File: src/hw/rtl/lcd4_pkg.sv
package lcd4_pkg;

  localparam int DISPLAY_DEPTH = 128;
  localparam int GLYPH_DEPTH   = 64;
  localparam int DSP_AW        = $clog2(DISPLAY_DEPTH);
  localparam int CG_AW         = $clog2(GLYPH_DEPTH);

  localparam logic [7:0] CHAR_SPACE = 8'h20;
  localparam logic [7:0] GLYPH_ZERO = 8'h00;

  localparam logic [7:0] CMD_UNKNOWN  = 8'h00;
  localparam logic [7:0] CMD_CLEAR    = 8'h01;
  localparam logic [6:0] CMD_HOME_TOP = 7'h01;
  localparam logic [1:0] CMD_CGRAM_TOP = 2'b01;

  typedef enum logic [1:0] {
    OP_STROBE = 2'd0,
    OP_RD_DSP = 2'd1,
    OP_RD_CG  = 2'd2,
    OP_RSVD   = 2'd3
  } opcode_t;

  typedef struct packed {
    logic              read_dsp;
    logic              read_cg;
    logic              hit;
    logic [DSP_AW-1:0] address_counter;
    logic              cgram_selected;
    logic              awaiting_high;
    logic              unknown_command;
  } s1_t;

endpackage

File: src/hw/rtl/lcd4_if.sv
interface lcd4_in_if;
  logic       valid;
  logic       ready;
  logic [1:0] opcode;
  logic [3:0] nibble;
  logic       register_select;
  logic [6:0] address;

  modport source (output valid, output opcode, output nibble, output register_select,
                  output address, input ready);
  modport sink (input valid, input opcode, input nibble, input register_select,
                input address, output ready);
endinterface

interface lcd4_out_if;
  logic       valid;
  logic       ready;
  logic [7:0] read_data;
  logic [6:0] address_counter;
  logic       cgram_selected;
  logic       awaiting_high;
  logic       unknown_command;

  modport source (output valid, output read_data, output address_counter,
                  output cgram_selected, output awaiting_high, output unknown_command,
                  input ready);
  modport sink (input valid, input read_data, input address_counter,
                input cgram_selected, input awaiting_high, input unknown_command,
                output ready);
endinterface

File: src/hw/rtl/char_lcd_controller_4bit_top.sv
// Channel | Direction | Word
// in_ch   | sink      | opcode, nibble, register_select, address
// out_ch  | source    | read_data, address_counter, cgram_selected, awaiting_high,
//         |           | unknown_command
//
// One word is taken per cycle while the middle stage is free or advancing; its result is
// offered once it has passed the registered RAM read ports and the output register.
// Reset clears the control state and the per-entry valid bits at once, so no clearing
// pass is needed; the clear command also drops all display valid bits at once.
// A stalled output holds its word; input keeps flowing while the middle stage is free.
module char_lcd_controller_4bit_top (
  input  logic       clk,
  input  logic       rst_n,
  lcd4_in_if.sink    in_ch,
  lcd4_out_if.source out_ch
);
  import lcd4_pkg::*;

  logic [DSP_AW-1:0]        wa_r, wa_nxt;
  logic                     tgt_dsp_r, tgt_dsp_nxt;
  logic                     exp_hi_r, exp_hi_nxt;
  logic [3:0]               held_nib_r, held_nib_nxt;
  logic                     held_rs_r, held_rs_nxt;
  logic [DISPLAY_DEPTH-1:0] dsp_vld_r, dsp_vld_nxt;
  logic [GLYPH_DEPTH-1:0]   cg_vld_r, cg_vld_nxt;

  logic s1_v_r;
  s1_t  s1_r, s1_nxt;

  logic              out_v_r;
  logic [7:0]        rd_data_r, rd_data_nxt;
  logic [DSP_AW-1:0] out_ac_r;
  logic              out_cg_r, out_hi_r, out_unk_r;

  logic       accept, advance;
  logic [7:0] byte_w;
  logic       dsp_we, cg_we;
  logic [7:0] dsp_rdata, cg_rdata;

  assign advance      = !out_v_r || out_ch.ready;
  assign in_ch.ready  = !s1_v_r || advance;
  assign accept       = in_ch.valid && in_ch.ready;
  assign byte_w       = {held_nib_r, in_ch.nibble};

  always_comb begin
    wa_nxt       = wa_r;
    tgt_dsp_nxt  = tgt_dsp_r;
    exp_hi_nxt   = exp_hi_r;
    held_nib_nxt = held_nib_r;
    held_rs_nxt  = held_rs_r;
    dsp_vld_nxt  = dsp_vld_r;
    cg_vld_nxt   = cg_vld_r;
    dsp_we       = 1'b0;
    cg_we        = 1'b0;
    s1_nxt       = '0;
    if (accept) begin
      unique case (opcode_t'(in_ch.opcode))
        OP_STROBE: begin
          if (exp_hi_r || (in_ch.register_select != held_rs_r)) begin
            held_nib_nxt = in_ch.nibble;
            held_rs_nxt  = in_ch.register_select;
            exp_hi_nxt   = 1'b0;
          end else begin
            exp_hi_nxt = 1'b1;
            if (in_ch.register_select) begin
              if (tgt_dsp_r) begin
                dsp_we            = 1'b1;
                dsp_vld_nxt[wa_r] = 1'b1;
                wa_nxt            = wa_r + DSP_AW'(1);
              end else begin
                cg_we                         = 1'b1;
                cg_vld_nxt[wa_r[CG_AW-1:0]]   = 1'b1;
                wa_nxt = {{(DSP_AW-CG_AW){1'b0}}, wa_r[CG_AW-1:0] + CG_AW'(1)};
              end
            end else begin
              priority if (byte_w == CMD_UNKNOWN) begin
                s1_nxt.unknown_command = 1'b1;
              end else if (byte_w == CMD_CLEAR) begin
                dsp_vld_nxt = '0;
                wa_nxt      = '0;
                tgt_dsp_nxt = 1'b1;
              end else if (byte_w[7:1] == CMD_HOME_TOP) begin
                wa_nxt      = '0;
                tgt_dsp_nxt = 1'b1;
              end else if (byte_w[7]) begin
                wa_nxt      = byte_w[DSP_AW-1:0];
                tgt_dsp_nxt = 1'b1;
              end else if (byte_w[7:6] == CMD_CGRAM_TOP) begin
                wa_nxt      = {{(DSP_AW-CG_AW){1'b0}}, byte_w[CG_AW-1:0]};
                tgt_dsp_nxt = 1'b0;
              end else begin
                wa_nxt = wa_r;
              end
            end
          end
        end
        OP_RD_DSP: begin
          s1_nxt.read_dsp = 1'b1;
          s1_nxt.hit      = dsp_vld_r[in_ch.address];
        end
        OP_RD_CG: begin
          s1_nxt.read_cg = 1'b1;
          s1_nxt.hit     = cg_vld_r[in_ch.address[CG_AW-1:0]];
        end
        OP_RSVD: begin
          s1_nxt.read_dsp = 1'b0;
        end
        default: begin
          s1_nxt.read_dsp = 1'b0;
        end
      endcase
    end
    s1_nxt.address_counter = wa_nxt;
    s1_nxt.cgram_selected  = !tgt_dsp_nxt;
    s1_nxt.awaiting_high   = exp_hi_nxt;
  end

  lcd4_ram #(.WIDTH(8), .DEPTH(DISPLAY_DEPTH)) u_dsp_ram (
    .clk   (clk),
    .we    (dsp_we),
    .waddr (wa_r),
    .wdata (byte_w),
    .re    (accept),
    .raddr (in_ch.address),
    .rdata (dsp_rdata)
  );

  lcd4_ram #(.WIDTH(8), .DEPTH(GLYPH_DEPTH)) u_cg_ram (
    .clk   (clk),
    .we    (cg_we),
    .waddr (wa_r[CG_AW-1:0]),
    .wdata (byte_w),
    .re    (accept),
    .raddr (in_ch.address[CG_AW-1:0]),
    .rdata (cg_rdata)
  );

  always_comb begin
    if (s1_r.read_dsp) begin
      rd_data_nxt = s1_r.hit ? dsp_rdata : CHAR_SPACE;
    end else if (s1_r.read_cg) begin
      rd_data_nxt = s1_r.hit ? cg_rdata : GLYPH_ZERO;
    end else begin
      rd_data_nxt = 8'h00;
    end
  end

  always_ff @(posedge clk) begin
    if (!rst_n) begin
      wa_r       <= '0;
      tgt_dsp_r  <= 1'b1;
      exp_hi_r   <= 1'b1;
      held_nib_r <= '0;
      held_rs_r  <= 1'b0;
      dsp_vld_r  <= '0;
      cg_vld_r   <= '0;
      s1_v_r     <= 1'b0;
      out_v_r    <= 1'b0;
    end else begin
      wa_r       <= wa_nxt;
      tgt_dsp_r  <= tgt_dsp_nxt;
      exp_hi_r   <= exp_hi_nxt;
      held_nib_r <= held_nib_nxt;
      held_rs_r  <= held_rs_nxt;
      dsp_vld_r  <= dsp_vld_nxt;
      cg_vld_r   <= cg_vld_nxt;
      if (accept) begin
        s1_v_r <= 1'b1;
      end else if (advance) begin
        s1_v_r <= 1'b0;
      end
      if (advance) begin
        out_v_r <= s1_v_r;
      end
    end
  end

  always_ff @(posedge clk) begin
    if (accept) begin
      s1_r <= s1_nxt;
    end
    if (advance && s1_v_r) begin
      rd_data_r <= rd_data_nxt;
      out_ac_r  <= s1_r.address_counter;
      out_cg_r  <= s1_r.cgram_selected;
      out_hi_r  <= s1_r.awaiting_high;
      out_unk_r <= s1_r.unknown_command;
    end
  end

  assign out_ch.valid           = out_v_r;
  assign out_ch.read_data       = rd_data_r;
  assign out_ch.address_counter = out_ac_r;
  assign out_ch.cgram_selected  = out_cg_r;
  assign out_ch.awaiting_high   = out_hi_r;
  assign out_ch.unknown_command = out_unk_r;

  a_unknown_ends_pair: assert property (@(posedge clk) disable iff (!rst_n)
    out_ch.valid && out_ch.unknown_command |-> out_ch.awaiting_high)
    else $error("unknown command reported in the middle of a nibble pair");

  a_cg_address_range: assert property (@(posedge clk) disable iff (!rst_n)
    !tgt_dsp_r |-> (wa_r[DSP_AW-1:CG_AW] == '0))
    else $error("write address beyond glyph RAM while glyph RAM is selected");

  a_mid_stage_holds: assert property (@(posedge clk) disable iff (!rst_n)
    s1_v_r && !advance |=> s1_v_r && $stable(s1_r))
    else $error("middle stage word lost or changed while the output stalled");

endmodule

File: src/hw/rtl/lcd4_ram.sv
module lcd4_ram #(
  parameter int WIDTH = 8,
  parameter int DEPTH = 128
) (
  input  logic                     clk,
  input  logic                     we,
  input  logic [$clog2(DEPTH)-1:0] waddr,
  input  logic [WIDTH-1:0]         wdata,
  input  logic                     re,
  input  logic [$clog2(DEPTH)-1:0] raddr,
  output logic [WIDTH-1:0]         rdata
);

  logic [WIDTH-1:0] mem [DEPTH];
  logic [WIDTH-1:0] rdata_r;

  always_ff @(posedge clk) begin
    if (we) begin
      mem[waddr] <= wdata;
    end
    if (re) begin
      rdata_r <= mem[raddr];
    end
  end

  assign rdata = rdata_r;

endmodule
File: src/flat_wrapper.sv
// flat-port wrapper written by rule: the top's interface ports become plain ports
module char_lcd_controller_4bit_top_flat import lcd4_pkg::*;
  (clk, rst_n, in_ch_valid, in_ch_opcode, in_ch_nibble, in_ch_register_select, in_ch_address, in_ch_ready, out_ch_valid, out_ch_read_data, out_ch_address_counter, out_ch_cgram_selected, out_ch_awaiting_high, out_ch_unknown_command, out_ch_ready);
  lcd4_in_if in_ch_i ();
  lcd4_out_if out_ch_i ();
  input  logic clk;
  input  logic rst_n;
  input wire logic [$bits(in_ch_i.valid)-1:0] in_ch_valid;
  input wire logic [$bits(in_ch_i.opcode)-1:0] in_ch_opcode;
  input wire logic [$bits(in_ch_i.nibble)-1:0] in_ch_nibble;
  input wire logic [$bits(in_ch_i.register_select)-1:0] in_ch_register_select;
  input wire logic [$bits(in_ch_i.address)-1:0] in_ch_address;
  output wire logic [$bits(in_ch_i.ready)-1:0] in_ch_ready;
  output wire logic [$bits(out_ch_i.valid)-1:0] out_ch_valid;
  output wire logic [$bits(out_ch_i.read_data)-1:0] out_ch_read_data;
  output wire logic [$bits(out_ch_i.address_counter)-1:0] out_ch_address_counter;
  output wire logic [$bits(out_ch_i.cgram_selected)-1:0] out_ch_cgram_selected;
  output wire logic [$bits(out_ch_i.awaiting_high)-1:0] out_ch_awaiting_high;
  output wire logic [$bits(out_ch_i.unknown_command)-1:0] out_ch_unknown_command;
  input wire logic [$bits(out_ch_i.ready)-1:0] out_ch_ready;
  assign in_ch_i.valid = in_ch_valid;
  assign in_ch_i.opcode = in_ch_opcode;
  assign in_ch_i.nibble = in_ch_nibble;
  assign in_ch_i.register_select = in_ch_register_select;
  assign in_ch_i.address = in_ch_address;
  assign in_ch_ready = in_ch_i.ready;
  assign out_ch_valid = out_ch_i.valid;
  assign out_ch_read_data = out_ch_i.read_data;
  assign out_ch_address_counter = out_ch_i.address_counter;
  assign out_ch_cgram_selected = out_ch_i.cgram_selected;
  assign out_ch_awaiting_high = out_ch_i.awaiting_high;
  assign out_ch_unknown_command = out_ch_i.unknown_command;
  assign out_ch_i.ready = out_ch_ready;
  char_lcd_controller_4bit_top u_core (.clk(clk), .rst_n(rst_n), .in_ch(in_ch_i), .out_ch(out_ch_i));
endmodule
File: config.mk
export PLATFORM = sky130hd
export DESIGN_NAME = char_lcd_controller_4bit_top_flat
export DESIGN_NICKNAME = d
export VERILOG_FILES = /design/src/hw/rtl/lcd4_pkg.sv /design/src/hw/rtl/lcd4_if.sv /design/src/hw/rtl/char_lcd_controller_4bit_top.sv /design/src/hw/rtl/lcd4_ram.sv /design/src/flat_wrapper.sv
export SDC_FILE = /design/constraint.sdc
export NUM_CORES = 2
export LEC_CHECK = 0
export BUFFER_PORTS_ARGS = -buffer_cell sky130_fd_sc_hd__buf_2
export CORE_UTILIZATION = 30
export CTS_CLUSTER_SIZE = 20
export DETAILED_ROUTE_END_ITERATION = 12
export PLACE_DENSITY = 0.41
export SYNTH_ARGS = -nofsm -noshare
export SYNTH_HDL_FRONTEND = slang
export SYNTH_SLANG_ARGS = --single-unit
File: constraint.sdc
create_clock -name clk -period 5 [get_ports clk]
set_input_delay 0.75 -clock clk [delete_from_list [all_inputs] [get_ports clk]]
set_output_delay 0.75 -clock clk [all_outputs]
set_load 0.01 [all_outputs]
==> summary.md <==
| Metric | Value |
|---|---|
| Nets | `3,798` |
| Layout area overhead | `15.73%` |
| Final Skew | `between 20 and 30 ps` |
| Vias in the first global route | `around 36,000` |
| Leakage power | `approximately 25 nW` |
| Final Instance Area | `~0.081 mm²` |
| Minimum clock period after layout | `approximately 3500 ps` |
| CP Class | `reg -> reg` |
| Port Buffers | `37` |
| Unrepaired setup endpoints after global routing | `no` |
| Power Density | `between 300 and 400 mW/mm²` |
| Worst hold-check path type | `in -> reg` |
| CP max stage delay | `1040 ps` |
| Root buf cell | `clkbuf_16` |
| Via-per-instance ratio | `4.945` |
| Core ar. | `0.2323 mm²` |
| Main synth FF type | `edfxtp_1` |
| H-Tree Depth | `4` |
| Top cells by count, synth | `edfxtp_1, mux4_2, nor2_1, dfxtp_1, a21oi_1` |
| Pin count of the biggest net entering global routing | `145` |
| DR DRC count | `0` |
| Setup violators final | `0` |
| CTS tree | `yes` |
| VDD IR max | `~0.33 mV` |
| Post-synth top area cell | `edfxtp_1` |
| Fraction of registers with async set/reset | `0%` |
| Mapped Area | `~0.07 mm²` |
| #FFs+latches synth | `roughly 1,800` |
| Worst EP arrival | `3880 ps` |
| Initial DRC count | `between 2,000 and 3,000` |
| Synth top area share | `about two thirds` |
| Global-route usage over all layers | `approximately 17%` |
| Hold slack | `approximately 250 ps` |
| Clock-pin slew on the worst setup and hold paths | `~60 ps` |
| RePlAce Congestion | `0.7666` |
| Cts repair resizes | `0` |
| Total of fill cells in the finished design | `roughly 22,000` |
| Net count after synthesis | `~3,600` |
| First-pass GRT wire length | `about 280,000 µm` |
| Crit-path cells | `and2_1, nand2_1, nor2_1` |
| Via count | `about 35,000` |
| Placed Area | `0.07501 mm²` |
| Final hold violation count | `0` |
| GRT overflow | `0` |
| Post-route total power | `about 32 mW` |
| Crit path max fanout | `21` |
| Crit-path slowest cell | `nor2_1` |
| Top-count cell post-synth | `edfxtp_1` |
| Required time of the critical path | `between 5000 and 6000 ps` |
| Num CTS Buffers | `196` |
| Max Cap Violations | `0` |
| Site Rows | `177` |
| DP HPWL | `126,700 µm` |
| CP Capture Type | `register` |
| Post-synthesis sequential area ratio | `73.78%` |
| Clk_lat worst skew | `about 830 ps` |
| Die X | `485.3 µm` |
| Cell count after synthesis | `roughly 3,500` |
| Post-synth EDFFs | `between 1,500 and 2,000` |
| Status | `finished clean` |
| Netlist cell types | `61` |
| Tcrit/Tclk final | `~70%` |
| Fmax | `just under 300 MHz` |
| Final antenna-violating net count | `0` |
| Hold-fix buffers, CTS | `0` |
| Die height | `between 400 and 500 µm` |
| # Post-CTS Setup Buffers | `0` |
| Yosys warns | `0` |
| Sink Count | `1,791` |
| Routed WL per cell | `roughly 28 µm` |
| Slew @ Worst Pin | `around 1300 ps` |
| Startpoint class of the critical path | `register` |
| Slew headroom | `roughly 15%` |
| Boundary Pins | `38` |
| Mean Syn Cell Area | `19.74 µm²` |
| Max Root-Sink Buffers | `3` |
| Slew Limit Fails | `0` |
| Area of the die | `0.2355 mm²` |
| Setup Total Neg Slack | `0 ps` |
| Area contributors post-synth | `edfxtp_1, mux4_2, dfxtp_1, mux2i_1, nor2_1` |
| Final wirelength | `between 150,000 and 200,000 µm` |
| Starting Density | `between 30% and 40%` |
| Pre-antenna DRT Iters | `5` |
| Share of layout cells above drive strength 1 | `29.66%` |
| Initial antenna violation count | `7` |
## state kept, by name (all words and copies together) (netlist names), named ones only
signal	flops
u_core.out_ch.cgram_selected	1
u_core.cg_vld_r	64
u_core.out_ch.valid	1
u_core.out_ch.awaiting_high	1
u_core.s1_v_r	1
u_core.held_rs_r	1
u_core.u_dsp_ram.mem	1024
u_core.dsp_vld_r	128
u_core.out_ch.read_data	8
u_core.s1_r	13
u_core.out_ch.unknown_command	1
u_core.u_dsp_ram.rdata	8
u_core.held_nib_r	4
u_core.wa_r	7
u_core.u_cg_ram.mem	512
u_core.out_ch.address_counter	7
u_core.u_cg_ram.rdata	8
u_core.exp_hi_r	1
## metrics by stage
stage	setup slack, ps	cells	utilization [%]
after floorplan	808.0	3549	-
after global placement	773.1	6621	32.29
after detailed placement	832.8	6621	32.29
after CTS	1592	6978	34.90
after global routing	1493	6979	34.90
final	1548	6981	34.91
## routing by layer
metal	up-vias	routed length [µm]	global-route usage [%]
met4	0	3617	3.829
li1	14850	-	-
met3	233	7865	2.497
met1	18690	92540	24.11
met5	-	0	0
met2	750	94790	27.18
## cell families after synthesis
family	share of synthesized area, %
AO/OA/AOI/OAI	2.850
XOR/XNOR	0.03750
adder cells (fa/ha/maj)	0.07143
buffers and inverters	1.620
flip-flops	73.78
multiplexers	17.67
AND/OR/NAND/NOR	3.966
## layout make-up
| class | instances | area, µm² | share of cell area [%] |
|---|---|---|---|
| Clock buffer | 265 | 5340 | 6.585 |
| Tap cell | 3043 | 3807 | 4.695 |
| Sequential cell | 1791 | 51710 | 63.77 |
| Clock inverter | 92 | 737.0 | 0.9088 |
| Multi-Input combinational cell | 1528 | 17290 | 21.32 |
| Inverter | 8 | 30.03 | 0.03703 |
| Antenna cell | 3 | 7.507 | 0.009258 |
| Timing Repair Buffer | 251 | 2167 | 2.672 |
## critical path: cells and delay by family (launching register included)
family | cells | cell delay (ps)
AND/OR/NAND/NOR | 3 | 2180
flip-flops | 1 | 850
## layout by cell type (no fill, tap or decap), drive strengths merged, types with 9 or more instances in the layout
master / synthesis / routed
a21oi: 150 / 150
a22oi: 47 / 47
a31oi: 13 / 13
and2: 14 / 14
buf: 128 / 250
bufinv: 0 / 9
clkbuf: 93 / 266
clkinv: 0 / 67
dfxtp: 208 / 208
edfxtp: 1583 / 1583
inv: 8 / 16
mux2i: 110 / 110
mux4: 497 / 497
nand2: 93 / 93
nand3: 16 / 16
nor2: 399 / 399
nor2b: 27 / 27
o21a: 65 / 65
o21ai: 17 / 17
## path summary, 6_finish.rpt
kind                                  start                                          to  slack [ps]  depth (start not counted)
hold / removal                        rst_n                                    register         250                          2
setup reg to reg  u_core.wa_r[2]$_SDFF_PN0_        u_core.u_cg_ram.mem[60][1]$_DFFE_PP_        1550                          3
hold reg to reg    u_core.s1_r[3]$_DFFE_PP_  u_core.out_ch.address_counter[0]$_DFFE_PP_         420                          0
setup / recovery  u_core.wa_r[2]$_SDFF_PN0_        u_core.u_cg_ram.mem[60][1]$_DFFE_PP_        1550                          3
## report_power, final
| group | internal (mW) | switching, mW | total [mW] |
|---|---|---|---|
| Combinational | 0.547 | 0.848 | 1.40 |
| Clock | 7.92 | 5.92 | 13.8 |
| Sequential | 16.3 | 0.0514 | 16.3 |
No activity file was read; power rests on OpenSTA's default activity.
